[config.mk]
export PLATFORM = sky130hd
export DESIGN_NAME = rrbp_div
export DESIGN_NICKNAME = d
export VERILOG_FILES = /design/src/sv/rrbp_pkg.sv /design/src/sv/rrbp_div.sv
export SDC_FILE = /design/constraint.sdc
export NUM_CORES = 1
export LEC_CHECK = 0
export BUFFER_PORTS_ARGS = -buffer_cell sky130_fd_sc_hd__buf_2
export CAP_MARGIN = 20
export CORE_MARGIN = 1.5
export CORE_UTILIZATION = 55
export CTS_BUF_LIST = sky130_fd_sc_hd__clkbuf_16
export CTS_CLUSTER_SIZE = 20
export DETAILED_ROUTE_END_ITERATION = 8
export PLACE_DENSITY = 0.88
export SETUP_SLACK_MARGIN = 0.1
export SLEW_MARGIN = 20
export SYNTH_ARGS = -nofsm -noshare
export SYNTH_HDL_FRONTEND = slang
export SYNTH_SLANG_ARGS = --single-unit
export TNS_END_PERCENT = 10
[constraint.sdc]
create_clock -name i_clk -period 3.2 [get_ports i_clk]
set_clock_uncertainty 0.05 [all_clocks]
set_input_delay 0.16 -clock i_clk [delete_from_list [all_inputs] [get_ports i_clk]]
set_output_delay 0.16 -clock i_clk [all_outputs]
set_load 0.01 [all_outputs]
[src/sv/rrbp_pkg.sv]
// Shared constants and types for the replay ring buffer with purge.
`timescale 1ns / 1ps
package rrbp_pkg;

    localparam int DEPTH       = 1024;
    localparam int IDX_W       = $clog2(DEPTH);
    localparam int CNT_W       = IDX_W + 1;
    localparam int ENTRY_BITS  = 64;
    localparam int DATA_W      = 64;
    localparam int RND_W       = 31;
    localparam int OCC_W       = 11;
    localparam int PURGE_W     = 10;
    localparam int PURGE_RESET = 204;

    typedef enum logic {
        OP_ADD    = 1'b0,
        OP_SAMPLE = 1'b1
    } t_op;

endpackage

[src/sv/rrbp_div.sv]
// Restoring remainder unit: one dividend bit per cycle.
`timescale 1ns / 1ps
module rrbp_div
    import rrbp_pkg::*;
(
    input  logic             i_clk,
    input  logic             i_rst_n,
    input  logic             i_start,
    input  logic [RND_W-1:0] i_dividend,
    input  logic [CNT_W-1:0] i_divisor,
    output logic             o_done,
    output logic [CNT_W-1:0] o_remainder
);

    localparam int STEP_W = $clog2(RND_W);

    logic              r_active;
    logic              r_done;
    logic [STEP_W-1:0] r_step;
    logic [RND_W-1:0]  r_dvd;
    logic [CNT_W-1:0]  r_dsr;
    logic [CNT_W-1:0]  r_rem;
    logic [CNT_W:0]    n_shift;
    logic [CNT_W:0]    n_trial;
    logic [CNT_W-1:0]  n_rem;

    always_comb begin
        n_shift = {r_rem, r_dvd[RND_W-1]};
        n_trial = n_shift - {1'b0, r_dsr};
        if (n_trial[CNT_W]) begin
            n_rem = n_shift[CNT_W-1:0];
        end else begin
            n_rem = n_trial[CNT_W-1:0];
        end
    end

    always_ff @(posedge i_clk) begin
        if (!i_rst_n) begin
            r_active <= 1'b0;
            r_done   <= 1'b0;
            r_step   <= '0;
        end else begin
            r_done <= 1'b0;
            if (i_start) begin
                r_active <= 1'b1;
                r_step   <= '0;
                r_dvd    <= i_dividend;
                r_dsr    <= i_divisor;
                r_rem    <= '0;
            end else if (r_active) begin
                r_rem <= n_rem;
                r_dvd <= {r_dvd[RND_W-2:0], 1'b0};
                r_step <= r_step + 1'b1;
                if (r_step == STEP_W'(RND_W - 1)) begin
                    r_active <= 1'b0;
                    r_done   <= 1'b1;
                end
            end
        end
    end

    assign o_done      = r_done;
    assign o_remainder = r_rem;

endmodule

==> flow_summary.json, run 1 <==
{
  "vias_per_cell": 5.64,
  "cpLargestDelayFamily": "compound AO/OA/AOI/OAI gates",
  "crit_slowest_cell": "a2111oi_1",
  "crit_fanout": 3,
  "start_util": 0.581,
  "met1_usage": 0.260,
  "finalWeightedCongestion": 0.831,
  "dieArea_sq_um": 5950,
  "worst-setup-path-type": "reg2reg",
  "finalCritPeriodShare": 0.888,
  "crit_end": "o_remainder[8]",
  "syn_nets": 292,
  "crit_top_cell": "inv_1",
  "ys.flop_type": "edfxtp_1",
  "timing.fmax_mhz": 352,
  "cp-startpoint": "r_dvd[30]",
  "synth_seq_cells": 60,
  "yosysWarnings": 0,
  "crit_required_ns": 3.20,
  "rows": 26,
  "ys_types": 48,
  "drive_gt1_frac": 0.340,
  "drc_errors": 0,
  "finalSetupTns_ns": 0,
  "combPwrFrac": 0.177,
  "synth_top_cell_by_area": "edfxtp_1",
  "tightest_slew_ns": 1.02,
  "min_period_ns": 2.84,
  "multi_input_area_sq_um": 1200,
  "io-pin-count": 57,
  "wl_mm": 6.04,
  "relSlewSlack": 0.323,
  "worstSetupPathDepth": 10,
  "end_kind": "flop",
  "layout.cells.non_filler": 379,
  "synthCells": 233,
  "cts_made_buffers": 9,
  "swShare": 0.247,
  "grt_max_degree": 46,
  "synthTopCellsByArea": "edfxtp_1 53%, mux2_2 11%, ha_1 5.4%",
  "h-tree-depth": 3,
  "avgSynthCellArea_sq_um": 13.0,
  "start_kind": "flop",
  "grt.overflow.total": 0,
  "slowest_delay_ns": 0.54,
  "whs_ns": 0.0700,
  "io_buffers": 56,
  "grt_pass1_wl_mm": 9.98,
  "p_sw_mw": 0.554,
  "cap_viol_max_count": 0,
  "yosysTopAreaCellShare": 0.526,
  "first_pass_iters": 4,
  "r2r_start": "r_dvd[30]",
  "clkLatencyLatePin_ns": 0.32,
  "dp.cells": 352,
  "diodes": 0,
  "ir_drop_mv": 0.572,
  "wl_per_cell_um": 15.9,
  "rsz0062_at_grt": "no",
  "pwr-share-clk": 0.400,
  "vias": 2139,
  "grtUsageTotal": 0.220,
  "ant_nets": 0,
  "synth_edf_count": 53,
  "cts_root_buf": "clkbuf_16",
  "r2r-end": "o_remainder[8]",
  "ys_seq_area_frac": 0.572,
  "p_seq_frac": 0.424,
  "drtIter0Drc": 214,
  "hold_path.class": "in2reg",
  "slew_viol_final": 0,
  "cp_num_buf_inv": 2,
  "clk_path_buf_depth": 2,
  "core_sq_um": 5200,
  "total_leakage_power_nw": 1.52,
  "syn_area_sq_um": 3030,
  "top_usage_layer": "met2",
  "die_width_um": 77.2,
  "async_reset_ff_frac": 0,
  "reg2reg_depth": 10,
  "hpwlAfterDp_mm": 3.99,
  "p_int_mw": 1.69,
  "die_y_um": 77.2,
  "p_per_area_nw_per_um2": 597,
  "crit_chain": "inv_1 > ha_1 > inv_1 > fa_1 > a211oi_1 > o21bai_1 > a2111oi_1 > nor4_1 > o211ai_1 > a21oi_1",
  "cts_resized": 0,
  "fin_nets": 363,
  "grt_pass1_vias": 2276,
  "clkTransAtPathRegs_ns": 0.05,
  "grt_util_met3": 0.0667,
  "seq_area_sq_um": 1730,
  "antenna_found_initial": 0,
  "cp.arrival_ns": 2.84,
  "use_met2": 0.366,
  "rrSetupSlack_ns": 0.36,
  "cts_tree": "built",
  "hold_viol_final": 0,
  "clkSinkCount": 60,
  "synthToLayoutAreaGrowth_pct": 24.3,
  "utilization": 0.723,
  "status": "complete, no violations",
  "setup_viol": 0,
  "nFillCells": 358,
  "hold_path_startpoint": "i_dividend[0]"
}
## state kept, by name, indices dropped and copies added, names as in the netlist
signal,count
o_done,1
r_active,1
r_dsr,11
o_remainder,11
r_dvd,31
r_step,5
## worst min-delay path by stage
stage	end	cells past startpoint	slack [ns]
2_1_floorplan	r_dsr[0]	0	0.21
3_3_place_gp	r_dsr[6]	1	0.29
3_5_place_dp	r_dsr[9]	1	0.29
4_1_cts	r_dvd[0]	2	0.07
5_1_grt	r_dvd[18]	2	0.08
6_report	r_dvd[0]	2	0.07
## power by group through the flow
| stage | sequential, mW | combinational, mW | clock [mW] |
|---|---|---|---|
| 2_1_floorplan | 0.964 | 0.273 | 0 |
| 3_3_place_gp | 0.963 | 0.363 | 0 |
| 3_5_place_dp | 0.965 | 0.379 | 0 |
| 4_1_cts | 0.952 | 0.393 | 0.906 |
| 5_1_grt | 0.956 | 0.436 | 0.943 |
| 6_report | 0.952 | 0.396 | 0.897 |
## through the flow
stage | cell area, sq um | power [mW] | setup WS [ns]
after floorplan | 3030 | 1.24 | 0.627
after global placement | 3370 | 1.33 | 0.519
after detailed placement | 3370 | 1.34 | 0.375
after CTS | 3760 | 2.25 | 0.364
after global routing | 3760 | 2.34 | 0.139
final | 3760 | 2.25 | 0.359
## layer usage
metal | vias to the layer above | wire length, um
met5 | - | 0
met4 | 0 | 79
met3 | 10 | 330
met2 | 76 | 3060
met1 | 1019 | 2570
li1 | 1034 | -
## final cells by class
cell class,instances,share of cell area
clock inverter,7,0.0140
sequential,60,0.460
clock buffer,9,0.0599
timing repair buffer,69,0.108
tap,70,0.0233
multi-input combinational,148,0.319
inverter,16,0.0160
## cells in the mapped netlist (2+ instances only)
library cell,count
buf_2,2
nor3_1,4
mux2_2,30
clkbuf_1,5
a21o_1,4
or4b_1,2
dfxtp_1,7
a21oi_1,18
o21ai_0,12
buf_1,2
a211oi_1,2
nand3_1,6
inv_1,16
a21boi_0,2
a311oi_1,2
ha_1,13
nor2_1,10
edfxtp_1,53
xnor2_1,3
xor2_1,4
a211o_1,2
nand4_1,4
nand2_1,4
o211ai_1,2
## logic make-up (layout without fill, tap and decap cells)
family | after synthesis | count (layout) | share of synthesized area
xor+xnor | 7 | 7 | 0.0203
mux | 30 | 30 | 0.112
compound gates | 58 | 58 | 0.133
buf+inv | 25 | 101 | 0.0318
simple gates | 39 | 39 | 0.0703
flops | 60 | 60 | 0.572
fa+ha+maj | 14 | 14 | 0.0604
## cell usage in the layout, fill, tap and decap left out, types with 9 or more instances in the layout
cell type	n
a21oi_1	18
buf_2	56
clkbuf_16	9
dlygate4sd3_1	11
edfxtp_1	53
ha_1	13
inv_1	19
mux2_2	30
nor2_1	10
o21ai_0	12
## timing repair
action / CTS / global route
hold buffers: 11 / 0
hold endpoints to repair: 11 / 0
buffers inserted: 0 / 0
endpoints found under the setup margin: 0 / 0
Power figures use the tool's default switching activity.
==> run 2: changes to the inputs <==
Settings changed: ABC_CLOCK_PERIOD_IN_PS set to 3200, GPL_TIMING_DRIVEN set to 0, PLACE_DENSITY 0.88 to unset, PLACE_DENSITY_LB_ADDON set to 0.1.
==> run 2 against run 1 <==
  * Die area did not move
  * Via count rose by 0.28%
  * Utilization grew 1.1 points
  * Highest routed layer unchanged
  * Critical endpoint unchanged
  * Sequential share of layout area down 0.68 points
==> flow_summary.json, run 2 (synthesis results as in run 1) <==
{
  "crit_fanout": 3,
  "finalWeightedCongestion": 0.860,
  "first_pass_iters": 4,
  "rows": 26,
  "reg2reg_depth": 10,
  "drc_errors": 0,
  "clkSinkCount": 60,
  "vias": 2145,
  "status": "complete, no violations",
  "start_util": 0.581,
  "hold_path.class": "in2reg",
  "whs_ns": 0.0745,
  "dieArea_sq_um": 5950,
  "p_seq_frac": 0.416,
  "p_sw_mw": 0.574,
  "vias_per_cell": 5.56,
  "cp-startpoint": "r_dvd[30]",
  "grt_pass1_wl_mm": 9.96,
  "largest_register_ffs": 31,
  "grt.overflow.total": 0,
  "worst-setup-path-type": "reg2reg",
  "synthToLayoutAreaGrowth_pct": 26.2,
  "slew_viol_final": 0,
  "p_int_mw": 1.70,
  "final_common_cell": "buf_2",
  "hpwlAfterDp_mm": 4.10,
  "p_per_area_nw_per_um2": 597,
  "wl_mm": 6.08,
  "finalCritPeriodShare": 0.877,
  "ant_nets": 0,
  "die_width_um": 77.2,
  "final_cell_mix": "57 x buf_2, 53 x edfxtp_1, 30 x mux2_2, 18 x inv_1, 18 x a21oi_1",
  "cts_root_buf": "clkbuf_16",
  "rsz0062_at_grt": "no",
  "crit_required_ns": 3.20,
  "fin_nets": 370,
  "hold_viol_final": 0,
  "top_register": "r_dvd",
  "grtUsageTotal": 0.219,
  "hold_path_startpoint": "i_dividend[0]",
  "end_kind": "flop",
  "tightest_slew_ns": 0.627,
  "swShare": 0.252,
  "cap_viol_max_count": 0,
  "die_y_um": 77.2,
  "setup_viol": 0,
  "wl_per_cell_um": 15.7,
  "hold_path_depth": 2,
  "grt_pass1_vias": 2118,
  "nFillCells": 374,
  "finalSetupTns_ns": 0,
  "clkTransAtPathRegs_ns": 0.06,
  "cts_made_buffers": 9,
  "cts_tree": "built",
  "clkLatencyLatePin_ns": 0.32,
  "cp.arrival_ns": 2.80,
  "r2r_start": "r_dvd[30]",
  "total_leakage_power_nw": 1.54,
  "drive_gt1_frac": 0.348,
  "pwr-share-clk": 0.404,
  "antenna_found_initial": 0,
  "start_kind": "flop",
  "cts_setup_buffers": 0,
  "clk_path_buf_depth": 2,
  "relSlewSlack": 0.582,
  "io-pin-count": 57,
  "grt_max_degree": 25,
  "timing.fmax_mhz": 357,
  "drtIter0Drc": 140,
  "combPwrFrac": 0.180,
  "h-tree-depth": 3,
  "ir_drop_mv": 0.353,
  "min_period_ns": 2.81,
  "io_buffers": 55,
  "core_sq_um": 5200,
  "diodes": 0
}
-- run 2: final timing paths --
kind	endpoint	slack [ns]
worst max-delay path	o_remainder[8]	0.39
worst min register to register	r_step[4]	0.47
worst min-delay path	r_dvd[0]	0.07
worst max register to register	o_remainder[8]	0.39
-- run 2: cell type report --
class	count	area (sq um)	share of cell area
flip-flops and latches	60	1730	0.454
multi-input cells	148	1200	0.315
repair buffers	67	413	0.108
clock buffers	9	225	0.0590
well taps	70	87.6	0.0229
clock inverters	7	60.1	0.0157
inverters	16	60.1	0.0157
plain buffers	9	36.3	0.00951
-- run 2: repair_timing --
action	4_1_cts	5_1_grt
gates resized for setup	0	1
hold buffers	11	0
endpoints found under the setup margin	0	1
hold endpoints to repair	11	0
-- run 2: worst max-delay path: stages (launching register included) --
cell and delay, ns:
edfxtp_1 0.39, inv_1 0.07, ha_1 0.16, inv_1 0.06, fa_1 0.42, a211oi_1 0.36, o21bai_1 0.18, a2111oi_2 0.43
nor4_1 0.10, o211ai_1 0.23, a21oi_1 0.10
-- run 2: power groups by stage --
| stage | clock network (mW) | registers, mW | logic (mW) |
|---|---|---|---|
| floorplan | 0 | 0.964 | 0.273 |
| global placement | 0 | 0.962 | 0.373 |
| detailed placement | 0 | 0.963 | 0.388 |
| CTS | 0.928 | 0.948 | 0.404 |
| global route | 0.966 | 0.953 | 0.452 |
| finish | 0.920 | 0.948 | 0.410 |
-- run 2: metal layers --
layer	vias to the layer above	GRT usage	wire length (um)
met4	0	0.0964	70
met1	1025	0.286	2700
met2	58	0.353	3020
li1	1054	-	-
met3	8	0.0452	285
met5	-	0	0
-- run 2: stage by stage --
step / cell area [sq um] / utilization / setup slack [ns] / instances / power, mW
after floorplan: 3030 / - / 0.627 / 233 / 1.24
after global placement: 3390 / 0.651 / 0.410 / 358 / 1.34
after detailed placement: 3420 / 0.656 / 0.361 / 359 / 1.35
after CTS: 3810 / 0.732 / 0.349 / 386 / 2.28
after global routing: 3820 / 0.733 / 0.173 / 386 / 2.37
final: 3820 / 0.733 / 0.395 / 386 / 2.28
