[config.mk]
export PLATFORM = sky130hd
export DESIGN_NAME = rrbp_ram
export DESIGN_NICKNAME = d
export VERILOG_FILES = /design/src/sv/rrbp_ram.sv
export SDC_FILE = /design/constraint.sdc
export NUM_CORES = 1
export LEC_CHECK = 0
export ABC_AREA = 1
export BUFFER_PORTS_ARGS = -buffer_cell sky130_fd_sc_hd__buf_2
export CORE_MARGIN = 2
export CORE_UTILIZATION = 42
export DETAILED_ROUTE_END_ITERATION = 8
export GPL_TIMING_DRIVEN = 0
export REMOVE_ABC_BUFFERS = 1
export SLEW_MARGIN = 20
export SYNTH_ARGS = -nofsm -noshare
export SYNTH_HDL_FRONTEND = slang
export SYNTH_SLANG_ARGS = --single-unit
[constraint.sdc]
create_clock -name i_clk -period 1.45 [get_ports i_clk]
set_clock_uncertainty 0.2 [all_clocks]
set_input_delay 0.0725 -clock i_clk [delete_from_list [all_inputs] [get_ports i_clk]]
set_output_delay 0.0725 -clock i_clk [all_outputs]
set_load 0.02 [all_outputs]
[src/sv/rrbp_ram.sv]
// Generic single-write, single-read RAM with registered read data.
`timescale 1ns / 1ps
module rrbp_ram #(
    parameter int WIDTH = 8,
    parameter int DEPTH = 16
) (
    input  logic                     i_clk,
    input  logic                     i_we,
    input  logic [$clog2(DEPTH)-1:0] i_waddr,
    input  logic [WIDTH-1:0]         i_wdata,
    input  logic                     i_re,
    input  logic [$clog2(DEPTH)-1:0] i_raddr,
    output logic [WIDTH-1:0]         o_rdata
);

    logic [WIDTH-1:0] r_mem [DEPTH];
    logic [WIDTH-1:0] r_rdata;

    always_ff @(posedge i_clk) begin
        if (i_we) begin
            r_mem[i_waddr] <= i_wdata;
        end
        if (i_re) begin
            r_rdata <= r_mem[i_raddr];
        end
    end

    assign o_rdata = r_rdata;

endmodule

==> results of run 1 <==
-- flip-flops by register name, indices dropped and copies added (netlist names) --
| name | count |
|---|---|
| o_rdata | 8 |
| r_mem | 128 |
-- power groups by stage --
stage	logic, mW	registers (mW)	clock network [mW]
final	0.546	4.45	3.67
after global routing	0.611	4.46	3.88
after CTS	0.543	4.45	3.70
after detailed placement	0.517	4.53	0
after global placement	0.512	4.53	0
after floorplan	0.238	4.56	0
-- worst min-delay path by stage --
stage	from	to	slack, ps	depth (start not counted)
2_1_floorplan	i_wdata[0]	r_mem[0][0]	-30	0
3_5_place_dp	i_re	o_rdata[0]	250	1
5_1_grt	i_waddr[1]	r_mem[11][5]	130	3
6_report	i_raddr[2]	o_rdata[5]	90	4
4_1_cts	i_raddr[2]	o_rdata[5]	70	4
3_3_place_gp	i_re	o_rdata[7]	240	1
-- critical path: stages --
cell	delay [ps]
buf_2	120
nand3b_1	290
nor2_1	760
-- metrics by stage --
stage | power [mW] | worst slack (ps)
5_1_grt | 8.95 | -18.9
4_1_cts | 8.69 | 5.65
6_report | 8.67 | 35.5
2_1_floorplan | 4.79 | 56.9
3_5_place_dp | 5.05 | -991
3_3_place_gp | 5.04 | -1560
-- metal layers --
metal	track usage (%)	wire, µm	up-vias
li1	-	-	1839
met1	22.9	5230	1780
met2	28.8	6110	127
met3	4.63	773	17
met4	7.04	165	0
met5	0	0	-
-- cell type report --
| type | instances | share of cell area (%) |
|---|---|---|
| clock inverter | 10 | 0.975 |
| multi-input combinational | 289 | 18.4 |
| sequential | 136 | 61.2 |
| inverter | 102 | 5.94 |
| timing repair buffer | 36 | 3.67 |
| tap | 180 | 3.37 |
| clock buffer | 18 | 6.43 |
-- Yosys cell counts --
cell / instances / area (µm²)
nand3b_1: 2 / 15.0
inv_1: 100 / 375
inv_2: 2 / 7.51
nor2_1: 17 / 63.8
buf_2: 13 / 65.1
nand2_1: 173 / 649
nand3_1: 97 / 485
edfxtp_1: 136 / 4080
buf_1: 1 / 3.75
buf_4: 4 / 30.0
buf_6: 6 / 67.6
-- what timing repair did --
item,4_1_cts,5_1_grt
gates cloned,0,0
hold buffers,10,0
gates resized for setup,5,9
endpoints found under the hold margin,142,0
endpoints found under the setup margin,8,20
-- kinds of logic after synthesis --
logic type	synth area share, %
flops	69.8
buf+inv	9.39
simple gates	20.8
==> impl_metrics.ini, run 1 <==
[run_status]
status = finished clean

[placement]
gp_congestion = 0.793
dp_hpwl_mm = 7.16
port_buffers = 26
dp_cells = 733
place_area_um2 = 6040

[global_routing]
grt_usage_pct = 17.8
grt_max_degree = 66
grt_first_pass_wirelength_mm = 19.1
antenna_found_initial = 0
grt_pass1_vias = 3529
grt_overflow = 0

[timing]
slew_viol_final = 0
fin_setup_tns_ps = 0
max-slew-margin-rel_pct = 37.7
worstMarginPinSlew_ps = 931
finalSetupViolations = 0
fmax_ghz = 0.707
finalHoldViolations = 0
period_share_pct = 97.5
period_needed_ps = 1410
rsz0062_at_grt = true
holdWs_ps = 87.9

[drt]
num_vias = 3763
dr.pass1.iters = 5
drcViolationCount = 0
post_drt_via_cell_ratio = 4.88
detail-route-antenna-nets = 0
wl_per_cell_um = 15.9
routed_wl_mm = 12.3
initialDrtViolationCount = 385

[final_layout]
regArea_um2 = 4080
fin_cells = 771
final_nets = 601
final_area_um2 = 6670
fill_cells = 1227
multi_input_area_um2 = 1230
drive_gt1_share_pct = 8.80
syn2layout_area_growth_pct = 14.1
layout_commonest_cell = nand2_1
layout_common_cells = nand2_1 (173), edfxtp_1 (136), inv_1 (99)
utilization_pct = 48.6
diodes = 0

[synth]
netlist_area_um2 = 5850
synth_cells = 551
ys_ff_latch = 136
synth-warning-count = 0
ys_seq_area_share_pct = 69.8
synth_area_per_cell_um2 = 10.6
synth_cell_types = 11

[worst_setup_path]
crit_required_ps = 1280
r2r_start = r_mem[7][3]
crit_start = i_waddr[2]
rr_worst_depth = 6
end_kind = register
r2r-end = o_rdata[3]
rrSetupSlack_ps = 60
worst_setup_path_start_kind = input port
worst_ep_arrival_time_ps = 1240
cp_max_fo = 8
cp-endpoint = r_mem[8][6]
worstSetupPathType = input port to register

[clock_network]
h-tree-depth = 4
numClockSinks = 136
cts-buffers-inserted = 17
root_buffer = clkbuf_16
cts_setup_buffers = 0
path_clk_slew_ps = 50
clockBufferDepth = 2
insertion_delay_ps = 400
tritoncts = done

[power_and_ir_drop]
p_leak_nw = 2.82
combPwrFrac_pct = 6.3
power_frac_clock_pct = 42.3
peakVddDrop_mv = 0.734
swShare_pct = 21.0
p_switching_mw = 1.82
powerDensity_nw_per_um2 = 1300
p_int_mw = 6.85
pwr-share-seq_pct = 51.4

[floorplanning]
start_util_pct = 42.6
dieArea_um2 = 14900
core-area_um2 = 13700
ioPinCount = 27
die_h_um = 122
num_rows = 43
die_width_um = 122

[worst_hold_path]
min_path_type = input port to register

[job]
maxCapViolations = 0
Note: power is estimated with default switching activity, not from simulation.
==> inputs of run 2 (changes only) <==
--- a/config.mk
+++ b/config.mk
@@ -11,6 +11,7 @@
 export CORE_UTILIZATION = 42
 export DETAILED_ROUTE_END_ITERATION = 8
 export GPL_TIMING_DRIVEN = 0
+export PLACE_DENSITY = 0.57
 export REMOVE_ABC_BUFFERS = 1
 export SLEW_MARGIN = 20
 export SYNTH_ARGS = -nofsm -noshare
==> run 2 against run 1 <==
Against the previous run:
- final cell count up 0.52%
- clock power up 3%
- design area up 0.26%
- die area unchanged
- global-route usage down 1.1 points
- critical path depth up 2
- largest power group unchanged
==> impl_metrics.ini, run 2 (synthesis gave the netlist of run 1 again) <==
[run_status]
status = finished clean

[drt]
drcViolationCount = 0
wl_per_cell_um = 14.6
post_drt_via_cell_ratio = 4.55
num_vias = 3528
detail-route-antenna-nets = 0
routed_wl_mm = 11.3
dr.pass1.iters = 4
initialDrtViolationCount = 273

[global_routing]
grt_usage_pct = 16.7
grt_max_degree = 66
grt_overflow = 0
antenna_found_initial = 0
grt_pass1_vias = 3364
grt_first_pass_wirelength_mm = 18.0

[timing]
max-slew-margin-rel_pct = 35.6
rsz0062_at_grt = false
period_needed_ps = 1390
holdWs_ps = 83.9
finalSetupViolations = 0
slew_viol_final = 0
worstMarginPinSlew_ps = 963
period_share_pct = 96.0
fmax_ghz = 0.719
finalHoldViolations = 0

[final_layout]
layout_common_cells = nand2_1 (173), edfxtp_1 (136), inv_1 (100)
final_nets = 601
layout_commonest_cell = nand2_1
largest_register_ffs = 128
diodes = 0
fill_cells = 1246
drive_gt1_share_pct = 9.08
syn2layout_area_growth_pct = 14.4
final_area_um2 = 6690
fin_cells = 775
top_register = r_mem

[worst_setup_path]
worstSetupPathType = input port to register
crit_family = buffers and inverters
slowest_delay_ps = 540
rr_worst_depth = 6
critPathSlowestCell = dlygate4sd3_1
crit_required_ps = 1400
cp_num_cells = 5
end_kind = register
critPathBufInv = 3
worst_ep_arrival_time_ps = 1340
worst_setup_path_start_kind = input port
crit_chain = dlygate4sd3_1, buf_2, inv_1, nand3_1, nand2_1
cp_max_fo = 9

[floorplanning]
die_width_um = 122
dieArea_um2 = 14900
num_rows = 43
core-area_um2 = 13700
ioPinCount = 27
start_util_pct = 42.6
die_h_um = 122

[placement]
dp_cells = 733
place_area_um2 = 6040
gp_congestion = 0.786
port_buffers = 26
dp_hpwl_mm = 6.83

[power_and_ir_drop]
p_leak_nw = 2.83
peakVddDrop_mv = 0.797
power_mw = 8.75
powerDensity_nw_per_um2 = 1310

[clock_network]
clockBufferDepth = 2
numClockSinks = 136
cts_setup_buffers = 0
path_clk_slew_ps = 60
cts-buffers-inserted = 17
tritoncts = done
insertion_delay_ps = 410
h-tree-depth = 4
root_buffer = clkbuf_16

[worst_hold_path]
hold_depth = 4
min_path_type = input port to register

[job]
maxCapViolations = 0
==> run 2: power by group <==
group          switching, mW  internal, mW  total (mW)
clock network           1.47          2.30        3.77
logic                  0.372         0.157       0.529
registers             0.0186          4.43        4.45
==> run 2: area by class of cell <==
cell class | count | area, µm² | area share (%)
Inverter | 102 | 390 | 5.83
Tap cell | 180 | 225 | 3.37
Timing Repair Buffer | 36 | 248 | 3.70
Multi-Input combinational cell | 289 | 1220 | 18.3
Clock inverter | 13 | 87.6 | 1.31
Sequential cell | 136 | 4080 | 61.0
Clock buffer | 19 | 433 | 6.47
==> run 2: metal layers <==
| layer | vias to the layer above | global-route usage [%] | wire length (µm) |
|---|---|---|---|
| met5 | - | 0 | 0 |
| met4 | 0 | 5.32 | 90 |
| met3 | 8 | 3.93 | 578 |
| met2 | 83 | 27.2 | 5600 |
| met1 | 1594 | 22.1 | 5080 |
| li1 | 1843 | - | - |
==> run 2: stage by stage <==
step | util (%) | setup TNS [ps] | worst slack (ps)
finish | 48.8 | 0 | 58.4
global route | 48.8 | 0 | 7.69
detailed placement | 44.0 | -31530 | -1010
global placement | 44.0 | -34100 | -1570
CTS | 48.7 | 0 | 50.8
floorplan | - | 0 | 56.9
==> run 2: worst min-delay path: stages <==
cell	delay, ps
buf_2	230
nand3_1	140
nand3_1	60
nand2_1	60
==> run 2: worst paths after layout <==
path | end | start | slack, ps
hold reg to reg | o_rdata[6] | r_mem[11][6] | 560
setup reg to reg | o_rdata[7] | r_mem[0][7] | 90
setup / recovery | o_rdata[4] | i_raddr[3] | 60
hold / removal | o_rdata[5] | i_raddr[2] | 80
==> run 2: repair_timing <==
action | CTS | global route
gates resized for setup | 6 | 3
setup endpoints to repair | 8 | 5
hold buffers | 10 | 0
endpoints found under the hold margin | 140 | 0
==> inputs of run 3 (changes only) <==
--- a/config.mk
+++ b/config.mk
@@ -7,11 +7,13 @@
 export LEC_CHECK = 0
 export ABC_AREA = 1
 export BUFFER_PORTS_ARGS = -buffer_cell sky130_fd_sc_hd__buf_2
+export CORE_ASPECT_RATIO = 1.4
 export CORE_MARGIN = 2
-export CORE_UTILIZATION = 42
+export CORE_UTILIZATION = 51
 export DETAILED_ROUTE_END_ITERATION = 8
 export GPL_TIMING_DRIVEN = 0
-export PLACE_DENSITY = 0.57
+export PLACE_DENSITY = 0.67
+export RECOVER_POWER = 50
 export REMOVE_ABC_BUFFERS = 1
 export SLEW_MARGIN = 20
 export SYNTH_ARGS = -nofsm -noshare
==> run 3 against run 2 <==
Against the previous run:
- flip-flop and latch count stayed put
- final cell count is 4.6% lower
- first-iteration DRC count is 12% higher
- die area is 17% lower
- sequential power hardly changed
- core utilization is 9.9 points higher
- design area is 1.0% lower
- setup slack better by 8.2 ps
- sequential share of layout area is 0.62 points higher
- critical endpoint is now o_rdata[0]
==> impl_metrics.ini, run 3 (synthesis gave the netlist of run 1 again) <==
[power_and_ir_drop]
pwr-share-seq_pct = 50.9
peakVddDrop_mv = 0.684
p_leak_nw = 2.81
combPwrFrac_pct = 6.2
powerDensity_nw_per_um2 = 1320
p_switching_mw = 1.86
power_mw = 8.75
p_int_mw = 6.89
swShare_pct = 21.2
power_frac_clock_pct = 42.9

[final_layout]
diodes = 0
top_register = r_mem
final_area_um2 = 6620
layout_commonest_cell = nand2_1
fill_cells = 962
syn2layout_area_growth_pct = 13.3
drive_gt1_share_pct = 7.39
fin_cells = 739
largest_register_ffs = 128
layout_common_cells = nand2_1 (173), edfxtp_1 (136), inv_1 (100)
final_nets = 601
utilization_pct = 58.7

[floorplanning]
core-area_um2 = 11300
ioPinCount = 27
die_h_um = 131
dieArea_um2 = 12300
num_rows = 46
die_width_um = 94.5
start_util_pct = 51.8

[placement]
dp_hpwl_mm = 7.10
place_area_um2 = 5990
place_ws_ps = -984
dp_cells = 697
port_buffers = 26
gp_congestion = 0.830

[worst_setup_path]
end_kind = register
worst_setup_path_start_kind = register
worst_ep_arrival_time_ps = 1350
cp_max_fo = 1
crit_top_cell = nand3_1
crit_required_ps = 1420
r2r_start = r_mem[5][0]
worstSetupPathType = register to register
critPathSlowestCell = edfxtp_1
crit_start = r_mem[5][0]
crit_chain = inv_1, nand2_1, nand3_1, nand3_1, nand3_1, nand2_1
slowest_delay_ps = 370

[timing]
finalHoldViolations = 0
period_share_pct = 95.4
fmax_ghz = 0.723
worstMarginPinSlew_ps = 838
holdWs_ps = 54.0
finalSetupViolations = 0
max-slew-margin-rel_pct = 43.9
slew_viol_final = 0
period_needed_ps = 1380
finalWorstSetupSlack_ps = 66.7
fin_setup_tns_ps = 0
rsz0062_at_grt = false

[drt]
dr.pass1.iters = 5
routed_wl_mm = 12.0
detail-route-antenna-nets = 0
drcViolationCount = 0
wl_per_cell_um = 16.2
post_drt_via_cell_ratio = 5.16
initialDrtViolationCount = 305
num_vias = 3816

[job]
maxCapViolations = 0

[worst_hold_path]
min_path_type = input port to register
hold_start = i_raddr[2]

[global_routing]
grt_pass1_vias = 3665
grt_overflow = 0
antenna_found_initial = 0
grt_usage_pct = 21.0
grt_max_degree = 66
grt_first_pass_wirelength_mm = 18.1

[clock_network]
path_clk_slew_ps = 60
clockBufferDepth = 2
numClockSinks = 136
insertion_delay_ps = 420
root_buffer = clkbuf_16
cts-buffers-inserted = 17
h-tree-depth = 4
tritoncts = done
cts_setup_buffers = 0

[run_status]
status = finished clean
## run 3: cell count changes in the layout (fill, tap and decap cells not counted)
| cell | delta |
|---|---|
| buf_2 | -10 |
| nand3_1 | +2 |
| clkinv_1 | -2 |
| buf_12 | -1 |
| nand3_2 | -2 |
| inv_8 | +1 |
| clkbuf_2 | +1 |
| clkinv_2 | +1 |
| clkbuf_1 | +10 |
| inv_6 | -1 |
| buf_8 | +1 |
## run 3: per-layer routing
layer	vias up	wire, µm	track usage, %
met5	-	0	0
met2	111	6500	38.4
met3	33	619	5.28
met1	1830	4500	22.5
met4	0	376	10.1
li1	1842	-	-
## run 3: timing repair
item,in CTS,in global routing
hold buffers,10,0
resized for setup,4,5
endpoints found under the setup margin,8,8
hold endpoints to repair,144,0
## run 3: final timing paths
kind / cells after the start / to / slack [ps]
worst max-delay path: 6 / o_rdata[0] / 70
worst min-delay path: 4 / o_rdata[4] / 50
worst max register to register: 6 / o_rdata[0] / 70
worst min register to register: 6 / o_rdata[3] / 550
## run 3: layout make-up
type	instances	area (µm²)	area share [%]
well taps	144	180	2.72
repair buffers	36	231	3.49
multi-input cells	289	1210	18.3
inverters	102	393	5.93
clock buffers	20	437	6.59
clock inverters	12	85.1	1.28
flip-flops and latches	136	4080	61.7
## run 3: worst max-delay path, delay by kind of cell, from the launching register on
kind                   cells  cell delay [ps]
flip-flops                 1              370
buffers and inverters      1               60
AND/OR/NAND/NOR            5              510
## run 3: power by group through the flow
stage | Sequential (mW) | Clock (mW) | Combinational (mW)
after CTS | 4.45 | 3.77 | 0.542
final | 4.45 | 3.76 | 0.540
after global routing | 4.46 | 3.97 | 0.597
after floorplan | 4.56 | 0 | 0.238
after detailed placement | 4.53 | 0 | 0.519
after global placement | 4.53 | 0 | 0.504
